===== config.mk =====
export PLATFORM = sky130hd
export DESIGN_NAME = bounded_brown_noise_generator_flat
export DESIGN_NICKNAME = d
export VERILOG_FILES = /design/src/rtl/core/bbng_pkg.sv /design/src/rtl/core/bbng_cfg_if.sv /design/src/rtl/core/bbng_in_if.sv /design/src/rtl/core/bbng_out_if.sv /design/src/rtl/core/bounded_brown_noise_generator.sv /design/src/flat_wrapper.sv
export SDC_FILE = /design/constraint.sdc
export NUM_CORES = 1
export LEC_CHECK = 0
export ABC_AREA = 1
export BUFFER_PORTS_ARGS = -buffer_cell sky130_fd_sc_hd__buf_2
export CAP_MARGIN = 0
export CORE_ASPECT_RATIO = 1.4
export CORE_MARGIN = 4
export CORE_UTILIZATION = 62
export CTS_CLUSTER_SIZE = 12
export DETAILED_ROUTE_END_ITERATION = 12
export HOLD_SLACK_MARGIN = 0.05
export PLACE_DENSITY_LB_ADDON = 0.3
export SLEW_MARGIN = 5
export SYNTH_ARGS = -nofsm -noshare
export SYNTH_HDL_FRONTEND = slang
export SYNTH_SLANG_ARGS = --single-unit

===== constraint.sdc =====
create_clock -name clk -period 7 [get_ports clk]
set_input_delay 0 -clock clk [delete_from_list [all_inputs] [get_ports clk]]
set_output_delay 0 -clock clk [all_outputs]
set_load 0.1 [all_outputs]

===== src/rtl/core/bbng_pkg.sv =====
`timescale 1ns / 1ps
package bbng_pkg;

	localparam int unsigned SAMPLE_BITS_DEF = 24;

	localparam int unsigned DIGIT_BITS = 4;
	localparam int unsigned LCG_DIGITS = 8;
	localparam int unsigned LVL_DIGITS = 4;
	localparam int unsigned CNT_BITS   = 3;

	localparam int unsigned BROWN_BITS = 27;
	localparam int unsigned WHITE_BITS = 23;
	localparam int unsigned LEVEL_BITS = 16;
	localparam int unsigned PROD_BITS  = WHITE_BITS + LEVEL_BITS;

	localparam logic [31:0] LCG_MUL  = 32'd196314165;
	localparam logic [31:0] LCG_ADD  = 32'd907633515;
	localparam logic [31:0] LCG_SEED = 32'd66666666;

	localparam logic [LEVEL_BITS-1:0] LEVEL_RESET = 16'd4915;

	localparam logic signed [BROWN_BITS:0] BROWN_HI = 28'sd33554432;
	localparam logic signed [BROWN_BITS:0] BROWN_LO = -28'sd33554432;

	typedef enum logic [2:0] {
		ST_IDLE,
		ST_LCG,
		ST_MUL,
		ST_CHECK,
		ST_FINISH
	} state_t;

endpackage


===== src/rtl/core/bbng_cfg_if.sv =====
`timescale 1ns / 1ps
interface bbng_cfg_if;
	import bbng_pkg::*;

	logic                  valid;
	logic                  ready;
	logic [LEVEL_BITS-1:0] step_scale;

	modport source (output valid, output step_scale, input ready);
	modport sink (input valid, input step_scale, output ready);

endinterface


===== src/rtl/core/bbng_in_if.sv =====
`timescale 1ns / 1ps
interface bbng_in_if #(
	parameter int unsigned SAMPLE_BITS = bbng_pkg::SAMPLE_BITS_DEF
);
	logic                          valid;
	logic                          ready;
	logic                          opcode;
	logic                          new_frame;
	logic signed [SAMPLE_BITS-1:0] in_sample;

	modport source (output valid, output opcode, output new_frame, output in_sample,
		input ready);
	modport sink (input valid, input opcode, input new_frame, input in_sample,
		output ready);

endinterface


===== src/rtl/core/bbng_out_if.sv =====
`timescale 1ns / 1ps
interface bbng_out_if #(
	parameter int unsigned SAMPLE_BITS = bbng_pkg::SAMPLE_BITS_DEF
);
	logic                          valid;
	logic                          ready;
	logic signed [SAMPLE_BITS-1:0] out_sample;

	modport source (output valid, output out_sample, input ready);
	modport sink (input valid, input out_sample, output ready);

endinterface


===== src/rtl/core/bounded_brown_noise_generator.sv =====
`timescale 1ns / 1ps
// Bounded brown noise source with an optional add-to-input mode.
// The cfg_ch channel sets the noise level; it is always ready and should only
// be written while no item is in flight.
// Each transfer on in_ch gives exactly one transfer on out_ch. With new_frame
// clear the held noise value is reused. With new_frame set a draw is made:
// the generator state is advanced by a 4-bit digit-serial multiply, the step
// is formed from it by a 4-bit digit-serial multiply by the noise level, and
// the new running total is then checked against the bound. Each draw that
// leaves the bound is retried, and only a draw inside it updates the total.
// in_ch is ready only while the datapath is idle; the result sits in an
// output register, so a new transfer may be taken while it waits.
// If the receiver stalls, the finished item waits in the last stage until the
// output register is free.
// Reset clears the running total and the held value, reloads the seed and the
// default noise level, and empties the output register.
module bounded_brown_noise_generator #(
	parameter int unsigned SAMPLE_BITS = bbng_pkg::SAMPLE_BITS_DEF
) (
	input logic            clk,
	input logic            arst_n,
	bbng_cfg_if.sink       cfg_ch,
	bbng_in_if.sink        in_ch,
	bbng_out_if.source     out_ch
);
	import bbng_pkg::*;

	state_t state_q, state_d;

	logic [LEVEL_BITS-1:0]        level_q;
	logic [31:0]                  lcg_q;
	logic signed [BROWN_BITS-1:0] brown_q;
	logic signed [SAMPLE_BITS-1:0] held_q;

	logic                          op_q;
	logic signed [SAMPLE_BITS-1:0] in_q;

	logic [CNT_BITS-1:0] cnt_q;
	logic [31:0]         lcg_acc_q;
	logic [31:0]         seed_sh_q;
	logic [31:0]         mul_sh_q;

	logic signed [PROD_BITS-1:0] u_sh_q;
	logic signed [PROD_BITS-1:0] macc_q;
	logic [LEVEL_BITS-1:0]       lvl_sh_q;

	logic                          out_valid_q;
	logic signed [SAMPLE_BITS-1:0] out_data_q;

	logic in_fire;
	logic load_lcg;
	logic fin_fire;

	logic [31:0]                   lcg_pp;
	logic [31:0]                   lcg_sum;
	logic signed [DIGIT_BITS:0]    lvl_digit;
	logic signed [PROD_BITS-1:0]   macc_sum;
	logic signed [WHITE_BITS-1:0]  step;
	logic signed [BROWN_BITS:0]    brown_next;
	logic                          in_range;
	logic [SAMPLE_BITS+BROWN_BITS-1:0] scaled;
	logic signed [SAMPLE_BITS:0]   add_sum;
	logic signed [SAMPLE_BITS-1:0] add_sat;
	logic signed [SAMPLE_BITS-1:0] result;

	localparam logic signed [SAMPLE_BITS-1:0] SAT_MAX = {1'b0, {(SAMPLE_BITS-1){1'b1}}};
	localparam logic signed [SAMPLE_BITS-1:0] SAT_MIN = {1'b1, {(SAMPLE_BITS-1){1'b0}}};

	assign cfg_ch.ready = 1'b1;
	assign in_ch.ready  = (state_q == ST_IDLE);
	assign in_fire      = in_ch.valid && (state_q == ST_IDLE);

	assign out_ch.valid      = out_valid_q;
	assign out_ch.out_sample = out_data_q;

	assign lcg_pp  = seed_sh_q * 32'(mul_sh_q[DIGIT_BITS-1:0]);
	assign lcg_sum = lcg_acc_q + lcg_pp;

	assign lvl_digit = signed'({1'b0, lvl_sh_q[DIGIT_BITS-1:0]});
	assign macc_sum  = macc_q + u_sh_q * lvl_digit;

	assign step       = macc_q[PROD_BITS-1:LEVEL_BITS];
	assign brown_next = (BROWN_BITS+1)'(brown_q) + (BROWN_BITS+1)'(step);
	assign in_range   = (brown_next >= BROWN_LO) && (brown_next <= BROWN_HI);
	assign scaled     = {brown_next[BROWN_BITS-1:0], {SAMPLE_BITS{1'b0}}};

	assign add_sum = (SAMPLE_BITS+1)'(in_q) + (SAMPLE_BITS+1)'(held_q);

	always_comb begin
		priority if (add_sum > (SAMPLE_BITS+1)'(SAT_MAX)) begin
			add_sat = SAT_MAX;
		end else if (add_sum < (SAMPLE_BITS+1)'(SAT_MIN)) begin
			add_sat = SAT_MIN;
		end else begin
			add_sat = add_sum[SAMPLE_BITS-1:0];
		end
	end

	assign result = op_q ? add_sat : held_q;

	always_ff @(posedge clk or negedge arst_n) begin
		if (!arst_n) begin
			state_q <= ST_IDLE;
		end else begin
			state_q <= state_d;
		end
	end

	always_comb begin
		state_d  = state_q;
		load_lcg = 1'b0;
		fin_fire = 1'b0;
		unique case (state_q)
			ST_IDLE: begin
				if (in_ch.valid) begin
					if (in_ch.new_frame) begin
						load_lcg = 1'b1;
						state_d  = ST_LCG;
					end else begin
						state_d = ST_FINISH;
					end
				end
			end
			ST_LCG: begin
				if (cnt_q == CNT_BITS'(LCG_DIGITS - 1)) begin
					state_d = ST_MUL;
				end
			end
			ST_MUL: begin
				if (cnt_q == CNT_BITS'(LVL_DIGITS - 1)) begin
					state_d = ST_CHECK;
				end
			end
			ST_CHECK: begin
				if (in_range) begin
					state_d = ST_FINISH;
				end else begin
					load_lcg = 1'b1;
					state_d  = ST_LCG;
				end
			end
			ST_FINISH: begin
				if (!out_valid_q || out_ch.ready) begin
					fin_fire = 1'b1;
					state_d  = ST_IDLE;
				end
			end
			default: begin
				state_d = ST_IDLE;
			end
		endcase
	end

	always_ff @(posedge clk or negedge arst_n) begin
		if (!arst_n) begin
			level_q     <= LEVEL_RESET;
			lcg_q       <= LCG_SEED;
			brown_q     <= '0;
			held_q      <= '0;
			out_valid_q <= 1'b0;
			cnt_q       <= '0;
		end else begin
			if (cfg_ch.valid) begin
				level_q <= cfg_ch.step_scale;
			end
			if (load_lcg) begin
				cnt_q <= '0;
			end else if (state_q == ST_LCG && cnt_q == CNT_BITS'(LCG_DIGITS - 1)) begin
				cnt_q <= '0;
				lcg_q <= lcg_sum;
			end else if (state_q == ST_LCG || state_q == ST_MUL) begin
				cnt_q <= cnt_q + 1'b1;
			end
			if (state_q == ST_CHECK && in_range) begin
				brown_q <= brown_next[BROWN_BITS-1:0];
				held_q  <= scaled[SAMPLE_BITS+BROWN_BITS-1:BROWN_BITS];
			end
			if (fin_fire) begin
				out_valid_q <= 1'b1;
			end else if (out_ch.ready) begin
				out_valid_q <= 1'b0;
			end
		end
	end

	always_ff @(posedge clk) begin
		if (in_fire) begin
			op_q <= in_ch.opcode;
			in_q <= in_ch.in_sample;
		end
		if (load_lcg) begin
			lcg_acc_q <= LCG_ADD;
			seed_sh_q <= lcg_q;
			mul_sh_q  <= LCG_MUL;
		end else if (state_q == ST_LCG) begin
			lcg_acc_q <= lcg_sum;
			seed_sh_q <= seed_sh_q << DIGIT_BITS;
			mul_sh_q  <= mul_sh_q >> DIGIT_BITS;
		end
		if (state_q == ST_LCG && cnt_q == CNT_BITS'(LCG_DIGITS - 1)) begin
			u_sh_q   <= PROD_BITS'(signed'({~lcg_sum[31], lcg_sum[30:32-WHITE_BITS]}));
			lvl_sh_q <= level_q;
			macc_q   <= '0;
		end else if (state_q == ST_MUL) begin
			macc_q   <= macc_sum;
			u_sh_q   <= u_sh_q <<< DIGIT_BITS;
			lvl_sh_q <= lvl_sh_q >> DIGIT_BITS;
		end
		if (fin_fire) begin
			out_data_q <= result;
		end
	end

endmodule


===== src/flat_wrapper.sv =====
// flat-port wrapper written by rule: the top's interface ports become plain ports
module bounded_brown_noise_generator_flat import bbng_pkg::*;
#(
	parameter int unsigned SAMPLE_BITS = bbng_pkg::SAMPLE_BITS_DEF
)
  (clk, arst_n, cfg_ch_valid, cfg_ch_step_scale, cfg_ch_ready, in_ch_valid, in_ch_opcode, in_ch_new_frame, in_ch_in_sample, in_ch_ready, out_ch_valid, out_ch_out_sample, out_ch_ready);
  bbng_cfg_if cfg_ch_i ();
  bbng_in_if #(.SAMPLE_BITS(SAMPLE_BITS)) in_ch_i ();
  bbng_out_if #(.SAMPLE_BITS(SAMPLE_BITS)) out_ch_i ();
  input logic clk;
  input logic arst_n;
  input wire logic [$bits(cfg_ch_i.valid)-1:0] cfg_ch_valid;
  input wire logic [$bits(cfg_ch_i.step_scale)-1:0] cfg_ch_step_scale;
  output wire logic [$bits(cfg_ch_i.ready)-1:0] cfg_ch_ready;
  input wire logic [$bits(in_ch_i.valid)-1:0] in_ch_valid;
  input wire logic [$bits(in_ch_i.opcode)-1:0] in_ch_opcode;
  input wire logic [$bits(in_ch_i.new_frame)-1:0] in_ch_new_frame;
  input wire logic [$bits(in_ch_i.in_sample)-1:0] in_ch_in_sample;
  output wire logic [$bits(in_ch_i.ready)-1:0] in_ch_ready;
  output wire logic [$bits(out_ch_i.valid)-1:0] out_ch_valid;
  output wire logic [$bits(out_ch_i.out_sample)-1:0] out_ch_out_sample;
  input wire logic [$bits(out_ch_i.ready)-1:0] out_ch_ready;
  assign cfg_ch_i.valid = cfg_ch_valid;
  assign cfg_ch_i.step_scale = cfg_ch_step_scale;
  assign cfg_ch_ready = cfg_ch_i.ready;
  assign in_ch_i.valid = in_ch_valid;
  assign in_ch_i.opcode = in_ch_opcode;
  assign in_ch_i.new_frame = in_ch_new_frame;
  assign in_ch_i.in_sample = in_ch_in_sample;
  assign in_ch_ready = in_ch_i.ready;
  assign out_ch_valid = out_ch_i.valid;
  assign out_ch_out_sample = out_ch_i.out_sample;
  assign out_ch_i.ready = out_ch_ready;
  bounded_brown_noise_generator #(.SAMPLE_BITS(SAMPLE_BITS)) u_core (.clk(clk), .arst_n(arst_n), .cfg_ch(cfg_ch_i), .in_ch(in_ch_i), .out_ch(out_ch_i));
endmodule

## After elaboration in Yosys (flattened, before gate mapping)

Index checks and enable logic that the tools add are counted.

- Register bits after elaboration: 337
- Latch bits: 0
- Memory bits (writable): 0
- ROM bits: 0
- Input port bits: 47
- Output and inout bits: 27
- Word-level logic and storage cells: 80
- Memories: 0

- Add/sub/neg operators: 5
- Multiply operators: 2
- Div/mod/pow operators: 0
- Order comparisons: 4
- Equality and inequality tests: 10
- Shifts and indexed selects: 0
- Multiplexer cells: 27
- Bitwise gates (word level): 2
- Reduce and logical (&&, ||, !) cells: 14

Operator list:

| operator | number |
|---|---|
| 2-to-1 mux 39 bit | 2 |
| 2-to-1 mux 24 bit | 3 |
| 2-to-1 mux 32 bit | 2 |
| adder 39 bit | 1 |
| multiplier 39 x 5 -> 39 bit | 1 |
| adder 32 bit | 1 |
| multiplier 32 x 4 -> 32 bit | 1 |
| 2-to-1 mux 16 bit | 2 |
| adder 27 x 23 -> 28 bit | 1 |
| >= comparator 28 x 26 -> 1 bit (second input constant) | 1 |
| less-or-equal comparator 28 x 27 -> 1 bit (second input constant) | 1 |
| 2-to-1 mux 3 bit | 9 |
| adder 24 x 24 -> 25 bit | 1 |
| greater-than comparator 25 x 24 -> 1 bit (second input constant) | 1 |
| < comparator 25 x 24 -> 1 bit (second input constant) | 1 |
| case mux 3 bit (5 select lines) | 1 |
| equality test 3 x 2 -> 1 bit (second input constant) | 3 |
| 2-to-1 mux 1 bit | 7 |
| equality test 3 bit (second input constant) | 2 |
| != test 2 x 1 -> 1 bit (second input constant) | 3 |
| nonzero test 2 bit | 3 |
| logical AND 1 bit | 4 |
| AND reduction 4 bit | 1 |
| adder 3 x 1 -> 3 bit (second input constant) | 1 |
| 9 further kinds | 11 |

## Longest topological paths before layout

Gate-level depths: netlist (run 1).

- Word-level depth: 7
- Gate-level depth with buffers: 25
- Mapped depth without buffers: 23

## Worst setup path before layout (run 1)

Ideal clock, no wire load.

- Path type: reg-to-reg
- From: register u_core.mul_sh_q[3]
- To: register u_core.u_sh_q[28], data pin
- Setup time: 0.268 ns
- Arrival time: 4.309 ns
- Data required time: 6.732 ns
- Setup slack: 2.423 ns
- Stages on the path, launching flop included: 25
- Path buffers: 3
- Period minus slack after synthesis: 4.577 ns
- Cells stage by stage: dfxtp_1 -> clkbuf_1 -> clkbuf_1 -> nand2_1 -> inv_1 -> fa_1 -> fa_1 -> inv_1 -> fa_1 -> inv_1 -> ha_1 -> inv_1 -> o21ai_0 -> a31o_2 -> nand2_1 -> nand2_1 -> a21oi_1 -> inv_1 -> nand4_1 -> nand2_1 -> nand2_1 -> nand2_1 -> nand2_1 -> clkbuf_1 -> nand2_1

- Word-level cells in the longest chain between the ends: 4

RTL lines:

| item | line | source |
|---|---|---|
| from (decl) | bounded_brown_noise_generator.sv:41 | `logic [31:0] mul_sh_q;` |
| from (signal assigned) | bounded_brown_noise_generator.sv:198 | `mul_sh_q <= mul_sh_q >> DIGIT_BITS;` |
| multiplier 32 x 4 -> 32 bit | bounded_brown_noise_generator.sv:76 | `assign lcg_pp = seed_sh_q * 32'(mul_sh_q[DIGIT_BITS-1:0]);` |
| adder 32 bit | bounded_brown_noise_generator.sv:77 | `assign lcg_sum = lcg_acc_q + lcg_pp;` |
| NOT 1 bit | bounded_brown_noise_generator.sv:201 | `u_sh_q <= PROD_BITS'(signed'({~lcg_sum[31], lcg_sum[30:32-WHITE_BITS]}));` |
| 2-to-1 mux 39 bit | bounded_brown_noise_generator.sv:200 | `if (state_q == ST_LCG && cnt_q == CNT_BITS'(LCG_DIGITS - 1)) begin` |
| to (signal assigned) | bounded_brown_noise_generator.sv:201 |  |
| to (signal assigned) | bounded_brown_noise_generator.sv:206 | `u_sh_q <= u_sh_q <<< DIGIT_BITS;` |
| to (decl) | bounded_brown_noise_generator.sv:43 | `logic signed [PROD_BITS-1:0] u_sh_q;` |

Every way passes these cells.
A chain may end at the register's enable or synchronous reset.

## Final worst setup path (run 1)

- From: register u_core.mul_sh_q[3]
- To: register u_core.u_sh_q[33], data pin

Same word-level chain as after synthesis.

==> results of run 1 <==
Yosys cell counts, types with 7 or more instances:
| cell | n | area share (%) |
|---|---|---|
| buf_2 | 10 | 0.19 |
| nand2_1 | 1089 | 15 |
| a21o_1 | 14 | 0.40 |
| o21ai_0 | 145 | 2.7 |
| o21ai_1 | 10 | 0.19 |
| ha_1 | 165 | 7.8 |
| nand4_1 | 37 | 0.87 |
| o21a_1 | 7 | 0.20 |
| o221ai_1 | 7 | 0.23 |
| edfxtp_1 | 136 | 15 |
| nor2_1 | 183 | 2.6 |
| a21oi_1 | 159 | 3.0 |
| dfrtp_1 | 62 | 5.8 |
| or2_2 | 14 | 0.33 |
| nand3_1 | 147 | 2.8 |
| nor3_1 | 26 | 0.49 |
| a21oi_2 | 25 | 0.82 |
| buf_6 | 8 | 0.34 |
| inv_1 | 813 | 11 |
| nand3b_1 | 12 | 0.34 |
| dfstp_2 | 20 | 2.0 |
| fa_1 | 195 | 15 |
| dfxtp_1 | 86 | 6.5 |
| xnor2_1 | 30 | 0.99 |
| xor2_1 | 43 | 1.4 |
| a31oi_1 | 23 | 0.54 |
| clkbuf_1 | 72 | 1.0 |
state kept, by name (all words and copies together), names as in the netlist:
| register | flops |
|---|---|
| u_core.cnt_q | 3 |
| u_core.lcg_acc_q | 32 |
| u_core.out_ch.valid | 1 |
| u_core.lvl_sh_q | 16 |
| u_core.op_q | 1 |
| u_core.out_ch.out_sample | 24 |
| u_core.u_sh_q | 39 |
| u_core.held_q | 24 |
| u_core.in_q | 24 |
| u_core.mul_sh_q | 15 |
| u_core.brown_q | 3 |
| u_core.lcg_q | 32 |
| u_core.state_q | 3 |
| u_core.macc_q | 39 |
| u_core.seed_sh_q | 32 |
| u_core.level_q | 16 |
cell families (layout without fill, tap and decap cells):
| kind of cell | after synthesis | in the layout | share of synthesized area (%) |
|---|---|---|---|
| DFF | 304 | 304 | 29.6 |
| buffers and inverters | 914 | 1061 | 13.2 |
| and+or+nand+nor | 1523 | 1523 | 23.1 |
| adders and majority gates | 360 | 360 | 22.4 |
| other | 1 | 1 | 0.0141 |
| AOI/OAI and AO/OA | 427 | 427 | 9.17 |
| xor gates and xnor gates | 73 | 73 | 2.40 |
what timing repair did:
item	in CTS	in global routing
hold buffers	79	0
setup buffers	0	0
endpoints found under the hold margin	81	0
through the flow:
stage | std cells | hold WS [ps] | utilization [%] | setup slack, ps | cell area (um2)
after floorplan | 3602 | -296 | - | 2420 | 26600
after global placement | 4150 | 25.4 | 64.8 | 1750 | 27400
after detailed placement | 4150 | 27.4 | 64.8 | 1610 | 27400
after CTS | 4295 | 117 | 69.4 | 1620 | 29400
after global routing | 4295 | 141 | 69.4 | 1230 | 29400
final | 4295 | 139 | 69.4 | 1490 | 29400
metal layers:
| metal | vias up | share of wire, % | GRT usage, % |
|---|---|---|---|
| li1 | 11300 | - | - |
| met1 | 11000 | 36 | 35.3 |
| met2 | 877 | 50 | 56.8 |
| met3 | 292 | 5.9 | 3.89 |
| met4 | 0 | 7.6 | 19.8 |
| met5 | - | 0 | 0 |
path summary, 6_finish.rpt:
path                                                   from                                to  depth (start not counted)
max                         u_core.mul_sh_q[3]$_SDFFE_PP0P_       u_core.u_sh_q[33]$_DFFE_PP_                         21
min reg2reg                u_core.mul_sh_q[25]$_SDFFE_PP1P_  u_core.mul_sh_q[25]$_SDFFE_PP1P_                          2
max in group asynchronous                            arst_n      u_core.held_q[3]$_DFFE_PN0P_                          3
min in group asynchronous                            arst_n       u_core.lcg_q[1]$_DFFE_PN1P_                          2
min                                      in_ch_in_sample[9]          u_core.in_q[9]$_DFFE_PP_                          2
max reg2reg                 u_core.mul_sh_q[3]$_SDFFE_PP0P_       u_core.u_sh_q[33]$_DFFE_PP_                         21
final cells by class:
cell class	count	area (um2)	area share [%]
clock inverter	15	156	0.533
clock buffer	51	1010	3.43
tap	546	683	2.33
timing repair buffer	174	1340	4.55
multi-input combinational	2384	15200	51.8
sequential	304	7880	26.8
inverter	821	3080	10.5
==> reports/results.tsv, run 1 <==
metric	value	unit
outcome	completed	
dr_wl_cell	16.9	um
clkTransAtPathRegs	70	ps
synth_edf_count	136	
setup_viol	0	
routed_wirelength	72.4	mm
chipHeight	253	um
cts.sinks	304	
timing.critical_path.slowest_stage_cell	dfxtp_1	
post_cts.resized_instances	0	
synth-async-reset-ratio	27.0	%
tritoncts	built	
port-buffer-count	72	
cp.buffers_inverters	5	
antenna-diode-count	0	
final_cell_mix	nand2_1, inv_1, fa_1	
postSynth.topFlopCell	edfxtp_1	
path_max_fanout	30	
initialDrtViolationCount	1546	
totalNegativeSetupSlack	0	ps
clockBufferDepth	3	
worst_path_largest_cell_delay	1180	ps
worstSkewPairLatency	570	ps
path_common_cell	nand2_1	
rows	89	
timing.critical_path.from_type	register	
crit_path_cell_trace	nand2_1 -> inv_1 -> fa_1 -> fa_1 -> inv_1 -> fa_1 -> inv_1 -> ha_1 -> inv_1 -> o21ai_0 -> a31o_2 -> nand2_1 -> nand2_1 -> a21oi_1 -> inv_1 -> nand4_1 -> nand2_1 -> nand2_1 -> nand2_1 -> nand2_1 -> nand2_1	
area_growth	10.5	%
fin_skew	23.9	ps
drc	0	
share_of_post_route_cells_with_drive_strength_above_1	6.16	%
grt_pass1_vias	23800	
grt_antenna_before_repair	0	
timing.critical_path.max_delay_family	adder cells	
ys_ff_latch	304	
worstSetupPathType	register to register	
final_count_of_hold_timing_violations	0	
drt_pre_antenna_iters	6	
clock-root-buffer	clkbuf_16	
die_area	46300	um2
timing_worst_slew_pin_value	1320	ps
critPathCaptureType	register	
syn-instance-count	3602	
num_io_pins	74	
detailedPlacementHpwl	52.7	mm
netlist_area	26600	um2
route.vias.total	23500	
period_share	78.7	%
cp_data_required_time	7270	ps
fillers	3562	
grt_pass1_wl	118	mm
drv.max_cap_violation_count	0	
timing.fmax	182	MHz
timing.max_slew.rel_slack	12.2	%
layout.cells.most_common	nand2_1	
cts_buf_count	36	
mappedNetlistNets	4009	
holdCritPathClass	input port to register	
initial_utilization	62.8	%
fin_nets	4128	
synth_seq_area_share	29.6	%
worst-r2r-setup-slack	1490	ps
routed_via_density	5.47	
synth_cell_type_count	47	
fp.dieW	183	um
grt_max_degree	96	
timing_max_transition_violations_final	0	
post_synth.cell_area_avg	7.38	um2
postRouteAntennaNets	0	
globalplace.congestion	1.01	
grt.overflow.total	0	
worstPathArrival	5770	ps
grt_setup_unrepaired	false	
globalRouteTotalUtil	31.6	%
htree_levels	2	
synth-warning-count	0	
layout_min_cycle_time	5510	ps
placeableCoreArea	42300	um2
Power of run 1 is not shown: default switching activity piles up to over one toggle a cycle in this logic, so the estimate is an artifact.
==> run 2, diff against run 1 <==
ABC_AREA = 0   (was 1)
CORE_UTILIZATION = 58   (was 62)
clock period = 4.7 ns   (was 7 ns; I/O delays follow)
==> run 2 against run 1 <==
The flow now finishes with violations (setup timing). Global-route usage decreased by 2.7 points. Count of clock-buffer cells in the layout down 2. Fmax increased by 10%. Synthesized cell count decreased by 26%. Critical path depth decreased by 1.
==> reports/results.tsv, run 2 <==
metric	value	unit	change
worstSkewPairLatency	560	ps	was 570 ps
timing.max_slew.rel_slack	14.7	%	was 12.2%
timing.critical_path.from_type	register		unchanged
syn-instance-count	2667		was 3602
rows	89		unchanged
worstSetupPathType	register to register		unchanged
grt_antenna_before_repair	0		unchanged
post_synth.cell_area_avg	9.33	um2	was 7.38 um2
ys_ff_latch	304		unchanged
fin_ws	-287	ps	was 1490 ps
timing.fmax	201	MHz	was 182 MHz
drc	0		unchanged
outcome	complete, but fails checks		was completed
storage_cell_area	7900	um2	was 7880 um2
period_share	106	%	was 78.7%
tritoncts	built		unchanged
area_growth	24.4	%	was 10.5%
post_synth_most_frequent_cells	inv_1, nand2_1, and2_1		was nand2_1, inv_1, fa_1
globalplace.congestion	0.914		was 1.01
final_count_of_hold_timing_violations	0		unchanged
holdCritPathClass	input port to register		unchanged
netlist_area	24900	um2	was 26600 um2
final_cell_mix	inv_1, nand2_1, buf_4		was nand2_1, inv_1, fa_1
clkTransAtPathRegs	70	ps	about the same
cts_buf_count	35		was 36
chipHeight	253	um	about the same
area_used_by_multi_input_combinational_logic	16300	um2	was 15200 um2
timing_max_transition_violations_final	0		unchanged
postRouteAntennaNets	0		unchanged
placeableCoreArea	42300	um2	unchanged
num_io_pins	74		unchanged
grt_max_degree	54		was 96
fp.dieW	183	um	about the same
timing_worst_slew_pin_value	1280	ps	was 1320 ps
cp_data_required_time	5000	ps	was 7270 ps
route.vias.total	20800		was 23500
fillers	2921		was 3562
setup_viol	37		was 0
htree_levels	2		unchanged
synthTopCellsByArea	edfxtp_1, fa_1, ha_1		was nand2_1, edfxtp_1, fa_1
synth-warning-count	0		unchanged
grt_setup_unrepaired	true		was false
synth_seq_area_share	31.7	%	was 29.6%
path_max_fanout	4		was 30
met2WireLength	38.2	mm	was 36.5 mm
dr_wl_cell	19.5	um	was 16.9 um
routed_wirelength	70.3	mm	was 72.4 mm
worstPathArrival	5280	ps	was 5770 ps
drv.max_cap_violation_count	0		unchanged
detailedPlacementHpwl	47.9	mm	was 52.7 mm
synth_edf_count	136		unchanged
initial_utilization	58.8	%	was 62.8%
clock-root-buffer	clkbuf_16		unchanged
port-buffer-count	72		unchanged
topRoutingLayerUsed	met4		unchanged
antenna-diode-count	0		unchanged
synth_cell_type_count	82		was 47
initialDrtViolationCount	1393		was 1546
die_area	46300	um2	about the same
clockBufferDepth	3		unchanged
share_of_post_route_cells_with_drive_strength_above_1	22.4	%	was 6.16%
fin_skew	25.9	ps	was 23.9 ps
synth-async-reset-ratio	27.0	%	unchanged
routed_via_density	5.78		was 5.47
holdWs	155	ps	was 139 ps
fin_nets	3438		was 4128
globalRouteTotalUtil	28.9	%	was 31.6%
grt_pass1_wl	109	mm	was 118 mm
drt_pre_antenna_iters	5		was 6
cts.sinks	304		unchanged
reg.largest.list	u_core.macc_q: 39 flops, u_core.u_sh_q: 39 flops		unchanged
yosysMostFrequentCell	inv_1		was nand2_1
violations	setup timing		
critPathCaptureType	register		unchanged
wl_met1	25.0	mm	was 26.1 mm
synthDominantCellAreaShare	16.4	%	was 15.4%
postSynth.topFlopCell	edfxtp_1		unchanged
layout.cells.most_common	inv_1		was nand2_1
grt.overflow.total	0		unchanged
grt_pass1_vias	22300		was 23800
detailroute.wirelength.met3	2.83	mm	was 4.25 mm
mappedNetlistNets	3074		was 4009
layout_min_cycle_time	4990	ps	was 5510 ps
biggest_area_consumer_among_synthesized_cells	edfxtp_1		was nand2_1
[run 2: metrics by stage]
step / instance area [um2] / setup TNS [ps] / cells / util, % / worst slack [ps]
2_1_floorplan: 25100 / -45.8 / 2667 / - / -8.11
3_3_place_gp: 27500 / -4830 / 3419 / 65.1 / -338
3_5_place_dp: 27500 / -9750 / 3419 / 65.1 / -428
4_1_cts: 30100 / -3100 / 3576 / 71.1 / -214
5_1_grt: 30900 / -12220 / 3604 / 73.1 / -449
6_report: 30900 / -4310 / 3604 / 73.1 / -287
[run 2: per-layer routing]
metal	track usage, %	vias up
li1	-	9612
met3	3.28	275
met5	0	-
met1	30.7	10300
met4	15.2	0
met2	55.5	630
[run 2: cells by family (layout without fill, tap and decap cells)]
family	count (synthesis)	count (layout)	share of synthesized area, %
flops	304	304	31.7
fa+ha+maj	360	360	24.0
xor+xnor	101	101	3.55
buf+inv	485	876	7.45
other cells	1	1	0.0151
compound gates	503	503	13.1
simple gates	842	842	16.8
mux	71	71	3.46
[run 2: worst max-delay path: stages, from the launching register on]
cell	delay, ps
edfxtp_1	480
buf_6	170
and2_1	150
fa_1	460
fa_1	500
inv_1	50
fa_1	470
inv_1	70
ha_4	300
nand2_1	70
nor2_1	240
a211oi_2	130
buf_4	170
a211oi_4	310
nor4_2	70
buf_4	150
o31ai_4	310
o41ai_4	110
xor2_1	230
nor2_2	90
a21o_1	180
[run 2: worst paths after layout]
check                                                start                         endpoint  slack (ps)  cells past startpoint
setup / recovery             u_core.seed_sh_q[4]$_DFFE_PP_      u_core.u_sh_q[21]$_DFFE_PP_        -290                     20
hold reg to reg            u_core.mul_sh_q[6]$_SDFFE_PP0P_  u_core.mul_sh_q[2]$_SDFFE_PP1P_         460                      2
max in group asynchronous                           arst_n     u_core.lcg_q[29]$_DFFE_PN0P_        3320                      4
setup reg to reg             u_core.seed_sh_q[4]$_DFFE_PP_      u_core.u_sh_q[21]$_DFFE_PP_        -290                     20
min in group asynchronous                           arst_n  u_core.out_ch.valid$_DFFE_PN0P_         530                      4
hold / removal                         in_ch_in_sample[18]        u_core.in_q[18]$_DFFE_PP_         150                      2
[run 2: final cells by class]
type,count,area share [%]
Tap cell,546,2.21
Inverter,388,4.71
Timing Repair Buffer,424,11.2
Sequential cell,304,25.5
Clock inverter,15,0.550
Clock buffer,49,3.03
Multi-Input combinational cell,1878,52.8
[run 2: what timing repair did]
item	4_1_cts	5_1_grt
pin swaps	62	100
hold buffers	63	0
gates cloned	0	3
setup buffers	31	30
resized for setup	109	147
setup endpoints to repair	45	156
hold endpoints to repair	74	0
Power of run 2 is left out for the same reason.
==> run 3, diff against run 2 <==
--- a/config.mk
+++ b/config.mk
@@ -16,5 +16,5 @@
 export HOLD_SLACK_MARGIN = 0.05
 export PLACE_DENSITY_LB_ADDON = 0.3
-export SLEW_MARGIN = 5
+export SLEW_MARGIN = 25
 export SYNTH_ARGS = -nofsm -noshare
 export SYNTH_HDL_FRONTEND = slang
==> constraint.sdc (replaced) <==
create_clock -name clk -period 4.7 [get_ports clk]
set_input_delay 0.705 -clock clk [delete_from_list [all_inputs] [get_ports clk]]
set_output_delay 0.705 -clock clk [all_outputs]
set_load 0.1 [all_outputs]
==> run 3 against run 2 <==
The run still ends with setup timing left. Non-clock buffer count fell by 64. First-iteration DRC count shrank 23%. Die area unchanged. Fmax is 1.5% higher.
==> reports/results.tsv, run 3 (synthesis gave the netlist of run 2 again) <==
metric	value	unit	change
outcome	complete, but fails checks		unchanged
violations	setup timing		unchanged
rows	89		unchanged
fin_skew	18.2	ps	was 25.9 ps
drt_pre_antenna_iters	6		was 5
clock-root-buffer	clkbuf_16		unchanged
final_count_of_hold_timing_violations	0		unchanged
cts_buf_count	36		was 35
tritoncts	built		unchanged
reg.largest.list	u_core.macc_q: 39 flops, u_core.u_sh_q: 39 flops		unchanged
final_cell_mix	inv_1, nand2_1, buf_4		unchanged
critPathCaptureType	register		unchanged
drc	0		unchanged
fp.dieW	183	um	unchanged
dr_wl_cell	19.0	um	was 19.5 um
worstPathArrival	5230	ps	was 5280 ps
path_max_fanout	3		was 4
grt_max_degree	55		was 54
fin_nets	3375		was 3438
initial_utilization	58.8	%	unchanged
layout.cells.most_common	inv_1		unchanged
place_worst_setup_slack	-520	ps	was -428 ps
die_area	46300	um2	unchanged
worstSkewPairLatency	560	ps	about the same
timing_max_transition_violations_final	0		unchanged
globalplace.congestion	0.915		was 0.914
fin_ws	-213	ps	was -287 ps
routed_via_density	5.80		was 5.78
cp_data_required_time	5010	ps	was 5000 ps
timing.fmax	204	MHz	was 201 MHz
num_io_pins	74		unchanged
grt_antenna_before_repair	0		unchanged
port-buffer-count	72		unchanged
routed_wirelength	67.3	mm	was 70.3 mm
grt.overflow.total	0		unchanged
detailedPlacementHpwl	47.9	mm	about the same
fillers	2978		was 2921
clkTransAtPathRegs	60	ps	was 70 ps
placeableCoreArea	42300	um2	unchanged
clockBufferDepth	3		unchanged
cts.sinks	304		unchanged
drv.max_cap_violation_count	0		unchanged
timing.max_slew.rel_slack	40.8	%	was 14.7%
globalRouteTotalUtil	27.9	%	was 28.9%
grt_pass1_vias	22000		was 22300
share_of_post_route_cells_with_drive_strength_above_1	23.0	%	was 22.4%
area_growth	22.3	%	was 24.4%
timing.critical_path.from_type	register		unchanged
setup_viol	33		was 37
postRouteAntennaNets	0		unchanged
grt_setup_unrepaired	true		unchanged
chipHeight	253	um	unchanged
initialDrtViolationCount	1077		was 1393
worstSetupPathType	register to register		unchanged
route.vias.total	20500		was 20800
htree_levels	2		unchanged
holdCritPathClass	input port to asynchronous set/reset pin		was input port to register
grt_pass1_wl	105	mm	was 109 mm
timing_worst_slew_pin_value	888	ps	was 1280 ps
period_share	105	%	was 106%
cts-hold-fix-buffers	0		was 63
layout_min_cycle_time	4910	ps	was 4990 ps
## run 3: cell types whose count changed in the layout (fill, tap and decap cells not counted), sizes merged, moves of 2 or more
cell / before / now
bufinv: 2 / 4
dlygate4sd3: 62 / 0
clkinvlp: 2 / 0
buf: 360 / 358
## run 3: worst max-delay path, cell delays in order, from the launching register on
cell	delay, ps
edfxtp_1	430
buf_6	150
and2_4	150
fa_1	470
fa_1	540
fa_1	420
ha_1	300
a21o_1	240
a221oi_4	300
buf_4	160
a22oi_2	70
a221oi_4	410
nor3_4	80
nor4_4	250
buf_4	190
nor3_4	40
xnor2_2	210
nor2_1	90
a21o_1	170
## run 3: per-layer routing
metal / wire length, um / vias up / part of all wire [%] / track usage (%)
met5: 0 / - / 0 / 0
met4: 3880 / 0 / 5.8 / 14.5
met3: 2920 / 261 / 4.3 / 3.33
met2: 36600 / 628 / 54 / 53.7
met1: 23900 / 10200 / 36 / 29.3
li1: - / 9491 / - / -
## run 3: per-stage QoR
stage               area, um2  setup TNS, ps  hold WS, ps  std cells  utilization [%]
detailed placement      27500          -8540          446       3419             65.1
finish                  30400          -4750          223       3543             71.9
global route            30400         -10960          262       3542             71.9
global placement        27500          -4920          436       3419             65.1
CTS                     29200          -1840          238       3506             69.1
floorplan               25100          -45.8          409       2667                -
## run 3: worst paths after layout
kind | startpoint | to | slack, ps | depth (start not counted)
max | u_core.seed_sh_q[13]$_DFFE_PP_ | u_core.u_sh_q[20]$_DFFE_PP_ | -210 | 18
min | arst_n | u_core.state_q[1]$_DFFE_PN0P_ | 220 | 1
max reg2reg | u_core.seed_sh_q[13]$_DFFE_PP_ | u_core.u_sh_q[20]$_DFFE_PP_ | -210 | 18
min reg2reg | u_core.mul_sh_q[6]$_SDFFE_PP0P_ | u_core.mul_sh_q[2]$_SDFFE_PP1P_ | 450 | 2
max in group asynchronous | arst_n | u_core.brown_q[0]$_DFFE_PN0P_ | 3510 | 2
min in group clk | in_ch_in_sample[23] | u_core.in_q[23]$_DFFE_PP_ | 320 | 1
## run 3: what timing repair did
action / CTS / global route
buffers inserted: 20 / 39
pin swaps: 21 / 100
gates cloned: 1 / 3
resized for setup: 66 / 201
endpoints found under the setup margin: 62 / 118
## run 3: final cells by class
type | instances | area (um2) | share of cell area, %
sequential | 304 | 7900 | 26.0
clock inverter | 16 | 221 | 0.728
tap | 546 | 683 | 2.25
timing repair buffer | 360 | 2840 | 9.32
antenna | 1 | 2.50 | 0.00823
inverter | 388 | 1460 | 4.79
multi-input combinational | 1878 | 16400 | 53.8
clock buffer | 50 | 963 | 3.17
Power of run 3 is left out for the same reason.
